[src/sv/hrpw_pkg.sv]
// shared types and constants of the hex record page writer
`default_nettype none

package hrpw_pkg;

    // operation codes on the output side
    localparam logic [1:0] OP_LOAD   = 2'd0;
    localparam logic [1:0] OP_WRITE  = 2'd1;
    localparam logic [1:0] OP_FINISH = 2'd2;

    // record type that closes the image
    localparam logic [7:0] REC_END = 8'h01;

    // padding value for unused record slots
    localparam logic [7:0] PAD_BYTE = 8'hFF;

    // wide enough for the largest supported record slot count
    localparam int PAD_W = 7;

    // depth of the command queue between parser and expander
    localparam int QUEUE_DEPTH = 4;

    // one parsed command: address load, data write, padding run, finish
    typedef struct packed {
        logic             load;
        logic [13:0]      addr;
        logic             wr;
        logic [7:0]       data;
        logic [PAD_W-1:0] pad;
        logic             fin;
    } t_cmd;

endpackage

`default_nettype wire

[src/sv/hex_record_page_writer.sv]
// top level of the hex record to flash page writer
//
// slave stream: one byte of the binary hex image per word on s_axis_tdata.
// master stream: programming operations, one per word. tuser carries the
// operation (load page address, write byte, image finished), tdata the
// page address, data byte and page end flag, tlast marks the last word
// caused by one input byte.
// the parser writes the command for a byte into the queue when the byte is
// accepted; the expander then moves it into the output register.
// throughput: one output word per cycle while tready is high, set by the
// expander; input bytes are taken one per cycle while the four-entry
// command queue has room, so a padding run of a record stalls the input
// once the queue fills.
// reset clears the parser, the page counters, the queue and the output
// register; no output word is pending after reset.
// a stall on the master side holds the output register, then fills the
// queue and finally drops s_axis_tready; nothing is lost or repeated.
// after the end record the remaining image bytes are taken and ignored.
`default_nettype none

module hex_record_page_writer
    import hrpw_pkg::*;
#(
    parameter int PAGE_BYTES   = 32,
    parameter int RECORD_SLOTS = 16
) (
    input  wire logic        i_clk,
    input  wire logic        i_rst_n,
    input  wire logic        s_axis_tvalid,
    output      logic        s_axis_tready,
    input  wire logic [7:0]  s_axis_tdata,   // record_byte [7:0]
    output      logic        m_axis_tvalid,
    input  wire logic        m_axis_tready,
    output      logic [23:0] m_axis_tdata,   // page_address [13:0], prog_byte [21:14],
                                             // page_end_ack [22], zero [23]
    output      logic [1:0]  m_axis_tuser,   // op_kind [1:0]
    output      logic        m_axis_tlast    // last_of_run
);

    // parser to queue
    logic push;
    t_cmd push_cmd;
    logic q_full;

    // queue to expander
    logic q_valid;
    t_cmd q_cmd;
    logic pop;

    // expander outputs
    logic [13:0] out_addr;
    logic [7:0]  out_data;
    logic        out_ack;

    hrpw_front #(
        .PAGE_BYTES   (PAGE_BYTES),
        .RECORD_SLOTS (RECORD_SLOTS)
    ) u_front (
        .i_clk    (i_clk),
        .i_rst_n  (i_rst_n),
        .i_valid  (s_axis_tvalid),
        .i_byte   (s_axis_tdata),
        .o_ready  (s_axis_tready),
        .i_q_full (q_full),
        .o_push   (push),
        .o_cmd    (push_cmd)
    );

    hrpw_queue u_queue (
        .i_clk   (i_clk),
        .i_rst_n (i_rst_n),
        .i_push  (push),
        .i_cmd   (push_cmd),
        .o_full  (q_full),
        .i_pop   (pop),
        .o_valid (q_valid),
        .o_cmd   (q_cmd)
    );

    hrpw_back #(
        .PAGE_BYTES (PAGE_BYTES)
    ) u_back (
        .i_clk     (i_clk),
        .i_rst_n   (i_rst_n),
        .i_q_valid (q_valid),
        .i_q_cmd   (q_cmd),
        .o_pop     (pop),
        .o_valid   (m_axis_tvalid),
        .i_ready   (m_axis_tready),
        .o_kind    (m_axis_tuser),
        .o_addr    (out_addr),
        .o_data    (out_data),
        .o_ack     (out_ack),
        .o_last    (m_axis_tlast)
    );

    // pack the output word, highest field first
    assign m_axis_tdata = {1'b0, out_ack, out_data, out_addr};

endmodule

`default_nettype wire

[src/sv/hrpw_front.sv]
// record parser: turns each image byte into at most one command
`default_nettype none

module hrpw_front
    import hrpw_pkg::*;
#(
    parameter int PAGE_BYTES   = 32,
    parameter int RECORD_SLOTS = 16
) (
    input  wire logic       i_clk,
    input  wire logic       i_rst_n,
    input  wire logic       i_valid,
    input  wire logic [7:0] i_byte,
    output      logic       o_ready,
    input  wire logic       i_q_full,
    output      logic       o_push,
    output      t_cmd       o_cmd
);

    localparam int POS_W = $clog2(PAGE_BYTES);
    localparam int SUM_W = $clog2(PAGE_BYTES + RECORD_SLOTS);
    localparam int WRAPS = (RECORD_SLOTS + PAGE_BYTES - 1) / PAGE_BYTES;
    localparam logic [7:0] SLOTS8 = 8'(RECORD_SLOTS);
    localparam logic [SUM_W-1:0] PAGE_S = SUM_W'(PAGE_BYTES);

    logic [1:0]       r_field, n_field;
    logic             r_in_data, n_in_data;
    logic [7:0]       r_len, n_len;
    logic [7:0]       r_ahi, n_ahi;
    logic [7:0]       r_alo, n_alo;
    logic [7:0]       r_kind, n_kind;
    logic [7:0]       r_seen, n_seen;
    logic [POS_W-1:0] r_pos, n_pos;
    logic             r_done, n_done;

    logic             accept;
    logic             page_open;
    logic [7:0]       lim;
    logic [SUM_W-1:0] sum;
    t_cmd             cmd;

    assign o_ready   = !i_q_full;
    assign accept    = i_valid && !i_q_full;
    assign page_open = (r_pos != '0);
    assign lim       = (r_len < SLOTS8) ? r_len : SLOTS8;

    always_comb begin
        n_field   = r_field;
        n_in_data = r_in_data;
        n_len     = r_len;
        n_ahi     = r_ahi;
        n_alo     = r_alo;
        n_kind    = r_kind;
        n_seen    = r_seen;
        n_done    = r_done;
        cmd       = '0;
        if (accept && !r_done) begin
            if (r_in_data) begin
                if (r_seen < r_len) begin
                    // first slots are written, surplus data dropped
                    cmd.wr   = (r_seen < SLOTS8);
                    cmd.data = (r_seen < SLOTS8) ? i_byte : 8'h00;
                    n_seen   = r_seen + 8'd1;
                    if (r_seen + 8'd1 == lim) begin
                        cmd.pad = PAD_W'(SLOTS8 - lim);
                    end
                end else begin
                    // checksum byte
                    n_in_data = 1'b0;
                    n_field   = 2'd0;
                    if (r_kind == REC_END && !page_open) begin
                        n_done  = 1'b1;
                        cmd.fin = 1'b1;
                    end
                end
            end else begin
                case (r_field)
                    2'd0: begin
                        n_len   = i_byte;
                        n_field = 2'd1;
                    end
                    2'd1: begin
                        n_ahi   = i_byte;
                        n_field = 2'd2;
                    end
                    2'd2: begin
                        n_alo   = i_byte;
                        n_field = 2'd3;
                    end
                    default: begin
                        n_kind  = i_byte;
                        n_field = 2'd0;
                        if (i_byte == REC_END && !page_open) begin
                            n_done  = 1'b1;
                            cmd.fin = 1'b1;
                        end else begin
                            if (!page_open) begin
                                cmd.load = 1'b1;
                                cmd.addr = {r_ahi, r_alo[7:2]};
                            end
                            n_in_data = 1'b1;
                            n_seen    = 8'd0;
                            if (r_len == 8'd0) begin
                                cmd.pad = PAD_W'(SLOTS8);
                            end
                        end
                    end
                endcase
            end
        end
    end

    // page position advances by the writes this byte causes
    always_comb begin
        sum = SUM_W'(r_pos) + SUM_W'(cmd.wr) + SUM_W'(cmd.pad);
        for (int i = 0; i < WRAPS; i++) begin
            if (sum >= PAGE_S) begin
                sum = sum - PAGE_S;
            end
        end
        n_pos = POS_W'(sum);
    end

    assign o_push = accept && (cmd.load || cmd.wr || (cmd.pad != '0) || cmd.fin);
    assign o_cmd  = cmd;

    always_ff @(posedge i_clk) begin
        if (!i_rst_n) begin
            r_field   <= 2'd0;
            r_in_data <= 1'b0;
            r_len     <= 8'd0;
            r_ahi     <= 8'd0;
            r_alo     <= 8'd0;
            r_kind    <= 8'd0;
            r_seen    <= 8'd0;
            r_pos     <= '0;
            r_done    <= 1'b0;
        end else begin
            r_field   <= n_field;
            r_in_data <= n_in_data;
            r_len     <= n_len;
            r_ahi     <= n_ahi;
            r_alo     <= n_alo;
            r_kind    <= n_kind;
            r_seen    <= n_seen;
            r_pos     <= n_pos;
            r_done    <= n_done;
        end
    end

endmodule

`default_nettype wire

[src/sv/hrpw_queue.sv]
// short command queue between parser and expander
`default_nettype none

module hrpw_queue
    import hrpw_pkg::*;
(
    input  wire logic i_clk,
    input  wire logic i_rst_n,
    input  wire logic i_push,
    input  wire t_cmd i_cmd,
    output      logic o_full,
    input  wire logic i_pop,
    output      logic o_valid,
    output      t_cmd o_cmd
);

    localparam int PTR_W = $clog2(QUEUE_DEPTH);
    localparam int CNT_W = $clog2(QUEUE_DEPTH + 1);

    t_cmd             r_mem [QUEUE_DEPTH];
    logic [PTR_W-1:0] r_wr_ptr, r_rd_ptr;
    logic [CNT_W-1:0] r_count;
    logic             do_push, do_pop;

    assign o_full  = (r_count == CNT_W'(QUEUE_DEPTH));
    assign o_valid = (r_count != '0);
    assign o_cmd   = r_mem[r_rd_ptr];
    assign do_push = i_push && !o_full;
    assign do_pop  = i_pop && o_valid;

    always_ff @(posedge i_clk) begin
        if (do_push) begin
            r_mem[r_wr_ptr] <= i_cmd;
        end
    end

    always_ff @(posedge i_clk) begin
        if (!i_rst_n) begin
            r_wr_ptr <= '0;
            r_rd_ptr <= '0;
            r_count  <= '0;
        end else begin
            if (do_push) begin
                r_wr_ptr <= (r_wr_ptr == PTR_W'(QUEUE_DEPTH - 1)) ? '0 : r_wr_ptr + 1'b1;
            end
            if (do_pop) begin
                r_rd_ptr <= (r_rd_ptr == PTR_W'(QUEUE_DEPTH - 1)) ? '0 : r_rd_ptr + 1'b1;
            end
            if (do_push && !do_pop) begin
                r_count <= r_count + 1'b1;
            end else if (do_pop && !do_push) begin
                r_count <= r_count - 1'b1;
            end
        end
    end

endmodule

`default_nettype wire

[src/sv/hrpw_back.sv]
// command expander: one output word per cycle into an output register unless i_ready stalls it
`default_nettype none

module hrpw_back
    import hrpw_pkg::*;
#(
    parameter int PAGE_BYTES = 32
) (
    input  wire logic        i_clk,
    input  wire logic        i_rst_n,
    input  wire logic        i_q_valid,
    input  wire t_cmd        i_q_cmd,
    output      logic        o_pop,
    output      logic        o_valid,
    input  wire logic        i_ready,
    output      logic [1:0]  o_kind,
    output      logic [13:0] o_addr,
    output      logic [7:0]  o_data,
    output      logic        o_ack,
    output      logic        o_last
);

    localparam int BPOS_W = $clog2(PAGE_BYTES);
    localparam logic [BPOS_W-1:0] POS_LAST = BPOS_W'(PAGE_BYTES - 1);

    logic              r_busy;
    t_cmd              r_cur;
    logic [BPOS_W-1:0] r_bpos;
    logic              r_valid;
    logic [1:0]        r_kind;
    logic [13:0]       r_addr;
    logic [7:0]        r_data;
    logic              r_ack;
    logic              r_last;

    logic              advance;
    logic              src_valid;
    t_cmd              src, rem;
    logic              rem_empty;
    logic              is_write;
    logic [1:0]        n_kind;
    logic [13:0]       n_addr;
    logic [7:0]        n_data;

    assign advance   = !r_valid || i_ready;
    assign src       = r_busy ? r_cur : i_q_cmd;
    assign src_valid = r_busy || i_q_valid;
    assign o_pop     = advance && !r_busy && i_q_valid;

    // take the first pending part of the command, in load, write, pad, finish order
    always_comb begin
        rem      = src;
        is_write = 1'b0;
        n_kind   = OP_FINISH;
        n_addr   = 14'd0;
        n_data   = 8'd0;
        if (src.load) begin
            rem.load = 1'b0;
            n_kind   = OP_LOAD;
            n_addr   = src.addr;
        end else if (src.wr) begin
            rem.wr   = 1'b0;
            is_write = 1'b1;
            n_kind   = OP_WRITE;
            n_data   = src.data;
        end else if (src.pad != '0) begin
            rem.pad  = src.pad - 1'b1;
            is_write = 1'b1;
            n_kind   = OP_WRITE;
            n_data   = PAD_BYTE;
        end else begin
            rem.fin  = 1'b0;
        end
        rem_empty = !rem.load && !rem.wr && (rem.pad == '0) && !rem.fin;
    end

    always_ff @(posedge i_clk) begin
        if (!i_rst_n) begin
            r_busy  <= 1'b0;
            r_bpos  <= '0;
            r_valid <= 1'b0;
        end else if (advance) begin
            r_valid <= src_valid;
            if (src_valid) begin
                r_busy <= !rem_empty;
                r_cur  <= rem;
                r_kind <= n_kind;
                r_addr <= n_addr;
                r_data <= n_data;
                r_ack  <= is_write && (r_bpos == POS_LAST);
                r_last <= rem_empty;
                if (is_write) begin
                    r_bpos <= (r_bpos == POS_LAST) ? '0 : r_bpos + 1'b1;
                end
            end
        end
    end

    assign o_valid = r_valid;
    assign o_kind  = r_kind;
    assign o_addr  = r_addr;
    assign o_data  = r_data;
    assign o_ack   = r_ack;
    assign o_last  = r_last;

endmodule

`default_nettype wire
[config.mk]
export PLATFORM = sky130hd
export DESIGN_NAME = hex_record_page_writer
export DESIGN_NICKNAME = d
export VERILOG_FILES = /design/src/sv/hrpw_pkg.sv /design/src/sv/hex_record_page_writer.sv /design/src/sv/hrpw_front.sv /design/src/sv/hrpw_queue.sv /design/src/sv/hrpw_back.sv
export SDC_FILE = /design/constraint.sdc
export NUM_CORES = 1
export LEC_CHECK = 0
export ABC_AREA = 1
export BUFFER_PORTS_ARGS = -buffer_cell sky130_fd_sc_hd__buf_2
export CAP_MARGIN = 20
export CORE_ASPECT_RATIO = 0.75
export CORE_MARGIN = 5
export CORE_UTILIZATION = 45
export DETAILED_ROUTE_END_ITERATION = 8
export HOLD_SLACK_MARGIN = 0.15
export PLACE_DENSITY_LB_ADDON = 0.12
export REMOVE_ABC_BUFFERS = 1
export SKIP_LAST_GASP = 1
export SLEW_MARGIN = 40
export SYNTH_ARGS = -nofsm -noshare
export SYNTH_HDL_FRONTEND = slang
export SYNTH_SLANG_ARGS = --single-unit
[constraint.sdc]
create_clock -name i_clk -period 4.1 [get_ports i_clk]
set_input_delay 0.615 -clock i_clk [delete_from_list [all_inputs] [get_ports i_clk]]
set_output_delay 0.615 -clock i_clk [all_outputs]
set_load 0.05 [all_outputs]
==> flow_metrics.py <==
metrics = {
    "sta": {
        "finalSetupViolCount": 0,
        "relSlewSlack_pct": 46.4,
        "fin_crit_sh_pct": 85.7,
        "hold_viol": 0,
        "tightest_slew_ns": 0.804,
        "timing.final.crit_period_ns": 3.51,
        "slew_viol_final": 0,
        "skew_ns": 0.0161,
        "setup_slack_ns": 0.588,
        "rsz0062_at_grt": "no",
        "fmax_ghz": 0.285,
    },
    "floorplan": {
        "die_h_um": 143,
        "core-area_mm2": 0.0232,
        "top_level_ports": 41,
        "rows": 48,
        "dieArea_mm2": 0.0269,
        "die_w_um": 188,
        "start_util_pct": 46.0,
    },
    "pwr": {
        "pwr_density_cell_mw_per_mm2": 647,
        "internal-power_mw": 4.83,
        "power_frac_clock_pct": 26.4,
        "switchingPower_mw": 2.93,
        "p_leak_nw": 4.92,
        "swShare_pct": 37.8,
        "peakVddDrop_uv": 313,
        "pwr-share-comb_pct": 34.4,
        "p_seq_share_pct": 39.1,
    },
    "finish": {
        "fin_cells": 1458,
        "utilization_pct": 51.7,
        "fin_nets": 1181,
        "drive_gt1_share_pct": 12.0,
        "diodes": 0,
        "final_common_cell": "edfxtp_1",
        "final_cell_mix": "edfxtp_1, nor2_1, nand2_1",
        "area_delta_synth_final_pct": 12.5,
    },
    "drt": {
        "vias_per_cell": 5.00,
        "drtIter0Drc": 589,
        "drc": 0,
        "vias": 7294,
        "drtAntennaViolNets": 0,
        "firstDrtPassIters": 5,
        "routed_wl_um": 23500,
        "wl_per_cell_um": 16.1,
    },
    "clock_tree": {
        "cts-resized-gates": 0,
        "clock_sink_count": 234,
        "clkTransAtPathRegs_ns": 0.07,
        "clkLatencyLatePin_ns": 0.52,
        "cts_tree": "yes",
        "cts_root_buffer": "clkbuf_16",
        "cts_hold_buffers": 0,
        "cts_buffers": 25,
        "htreeDepth": 1,
        "cts.path.max_buffers": 3,
        "post_cts_buffers": 0,
    },
    "logic_synthesis": {
        "synth_area_leaders": "edfxtp_1, dfxtp_1, nor2_1",
        "yosys_most_used_dff": "edfxtp_1",
        "ys_warn_count": 0,
        "syn-cell-area_mm2": 0.0107,
        "yosysTopAreaCell": "edfxtp_1",
        "synth-seq-cells": 234,
        "ys_seq_area_share_pct": 60.0,
        "avgSynthCellArea_um2": 9.74,
        "yosys.area.top_type_share_pct": 48.2,
        "netlist_instances": 1095,
        "synth_cell_types": 47,
        "synth-edff-count": 171,
        "synthArstFlopShare_pct": 0,
    },
    "placement": {
        "place_inst": 1413,
        "place_congestion": 0.908,
        "dp_hpwl_um": 15500,
        "post-place-ws_ns": 0.631,
        "port_buffers": 39,
    },
    "run": {
        "drv_cap": 0,
    },
    "grt": {
        "grt_usage_pct": 17.8,
        "antenna_found_initial": 0,
        "grt_max_degree": 66,
        "overflow": 0,
        "grt_pass1_vias": 6986,
        "grt_pass1_wl_um": 38500,
    },
    "critical_path": {
        "r2r_cells": 25,
        "critical_path_required_ns": 4.51,
        "cp-end-kind": "flop",
        "start_kind": "flop",
        "cp.arrival_ns": 3.92,
        "path_class": "reg -> reg",
        "critPathMaxFanout": 12,
    },
    "min_path": {
        "hp-class": "in -> reg",
        "hold_depth": 4,
    },
    "outcome": {
        "status": "finished, final reports clean",
    },
}
## synthesized netlist by cell type (all sizes together) (10+ instances only)
cell type	n
o21ai	73
clkbuf	23
edfxtp	171
dfxtp	63
a32o	14
inv	154
ha	26
nor2	184
a31oi	10
buf	19
a21oi	67
nand3	58
nor3	10
nand2	175
## worst max-delay path: stages, from the launching register on
cell	delay, ns
dfxtp_1	0.34
inv_1	0.10
ha_1	0.28
o21ai_0	0.07
nand2_1	0.07
nand3_1	0.06
nand2_1	0.06
nand2_1	0.05
nand2_2	0.13
inv_1	0.16
nand2_1	0.11
buf_4	0.19
nand2_1	0.07
inv_1	0.05
nand2_1	0.04
nor2_1	0.10
nand2_1	0.07
nor2_2	0.41
inv_1	0.09
ha_1	0.19
inv_1	0.11
fa_1	0.20
o21ai_0	0.09
a21o_1	0.16
o21ai_0	0.13
a21oi_1	0.06
## layer usage
layer / track usage [%] / up-vias / share of wire (%) / wire, um
li1: - / 3738 / - / -
met1: 27.2 / 3385 / 52 / 12200
met2: 27.1 / 141 / 42 / 9950
met3: 2.40 / 30 / 4.0 / 930
met4: 3.98 / 0 / 1.7 / 397
met5: 0 / - / 0 / 0
## metrics by stage
step | hold WS (ns) | power, mW | TNS (ns) | area, um2
finish | 0.388 | 7.76 | 0 | 12000
global route | 0.408 | 8.30 | 0 | 12000
CTS | 0.366 | 7.84 | 0 | 12000
detailed placement | 0.448 | 5.78 | 0 | 11300
global placement | 0.439 | 5.75 | 0 | 11300
floorplan | 0.429 | 5.02 | -11.53 | 10500
## sequential cells by signal (all words and copies together), names as in the netlist, 6 cells and up, named ones only
signal and count:
u_back.o_addr 14, u_back.o_data 8, u_back.r_cur 17, u_front.r_ahi 8, u_front.r_alo 6, u_front.r_kind 8, u_front.r_len 8, u_front.r_seen 8
u_queue.r_mem 128
## power by group through the flow
stage | registers, mW | logic (mW) | clock network [mW]
finish | 3.04 | 2.67 | 2.05
global route | 3.07 | 3.02 | 2.22
CTS | 3.04 | 2.71 | 2.10
detailed placement | 3.09 | 2.70 | 0
global placement | 3.08 | 2.68 | 0
floorplan | 3.45 | 1.57 | 0
## cell type report
class	count	area, um2
clock buffer	36	687
clock inverter	9	53.8
fill	2065	11200
inverter	154	583
multi-input combinational	669	3520
sequential	234	6400
tap	300	375
timing repair buffer	56	373
## kinds of logic (layout without fill, tap and decap cells)
logic type | after synthesis | in the layout | share of synthesized area, %
AOI/OAI and AO/OA | 178 | 178 | 9.62
xor gates and xnor gates | 11 | 11 | 0.904
adders and majority gates | 29 | 29 | 3.61
buffers and inverters | 196 | 255 | 7.45
DFF | 234 | 234 | 60.0
other | 1 | 5 | 0.0352
and+or+nand+nor | 446 | 446 | 18.4
## path summary, 6_finish.rpt
| check | start | to | slack (ns) |
|---|---|---|---|
| max | u_front.r_len[1] | u_queue.r_count[2] | 0.59 |
| min | m_axis_tready | u_back.r_busy | 0.39 |
| max reg2reg | u_front.r_len[1] | u_queue.r_count[2] | 0.59 |
| min reg2reg | u_front.r_alo[5] | u_front.r_alo[5] | 0.45 |
No activity file was read; power rests on OpenSTA's default activity.
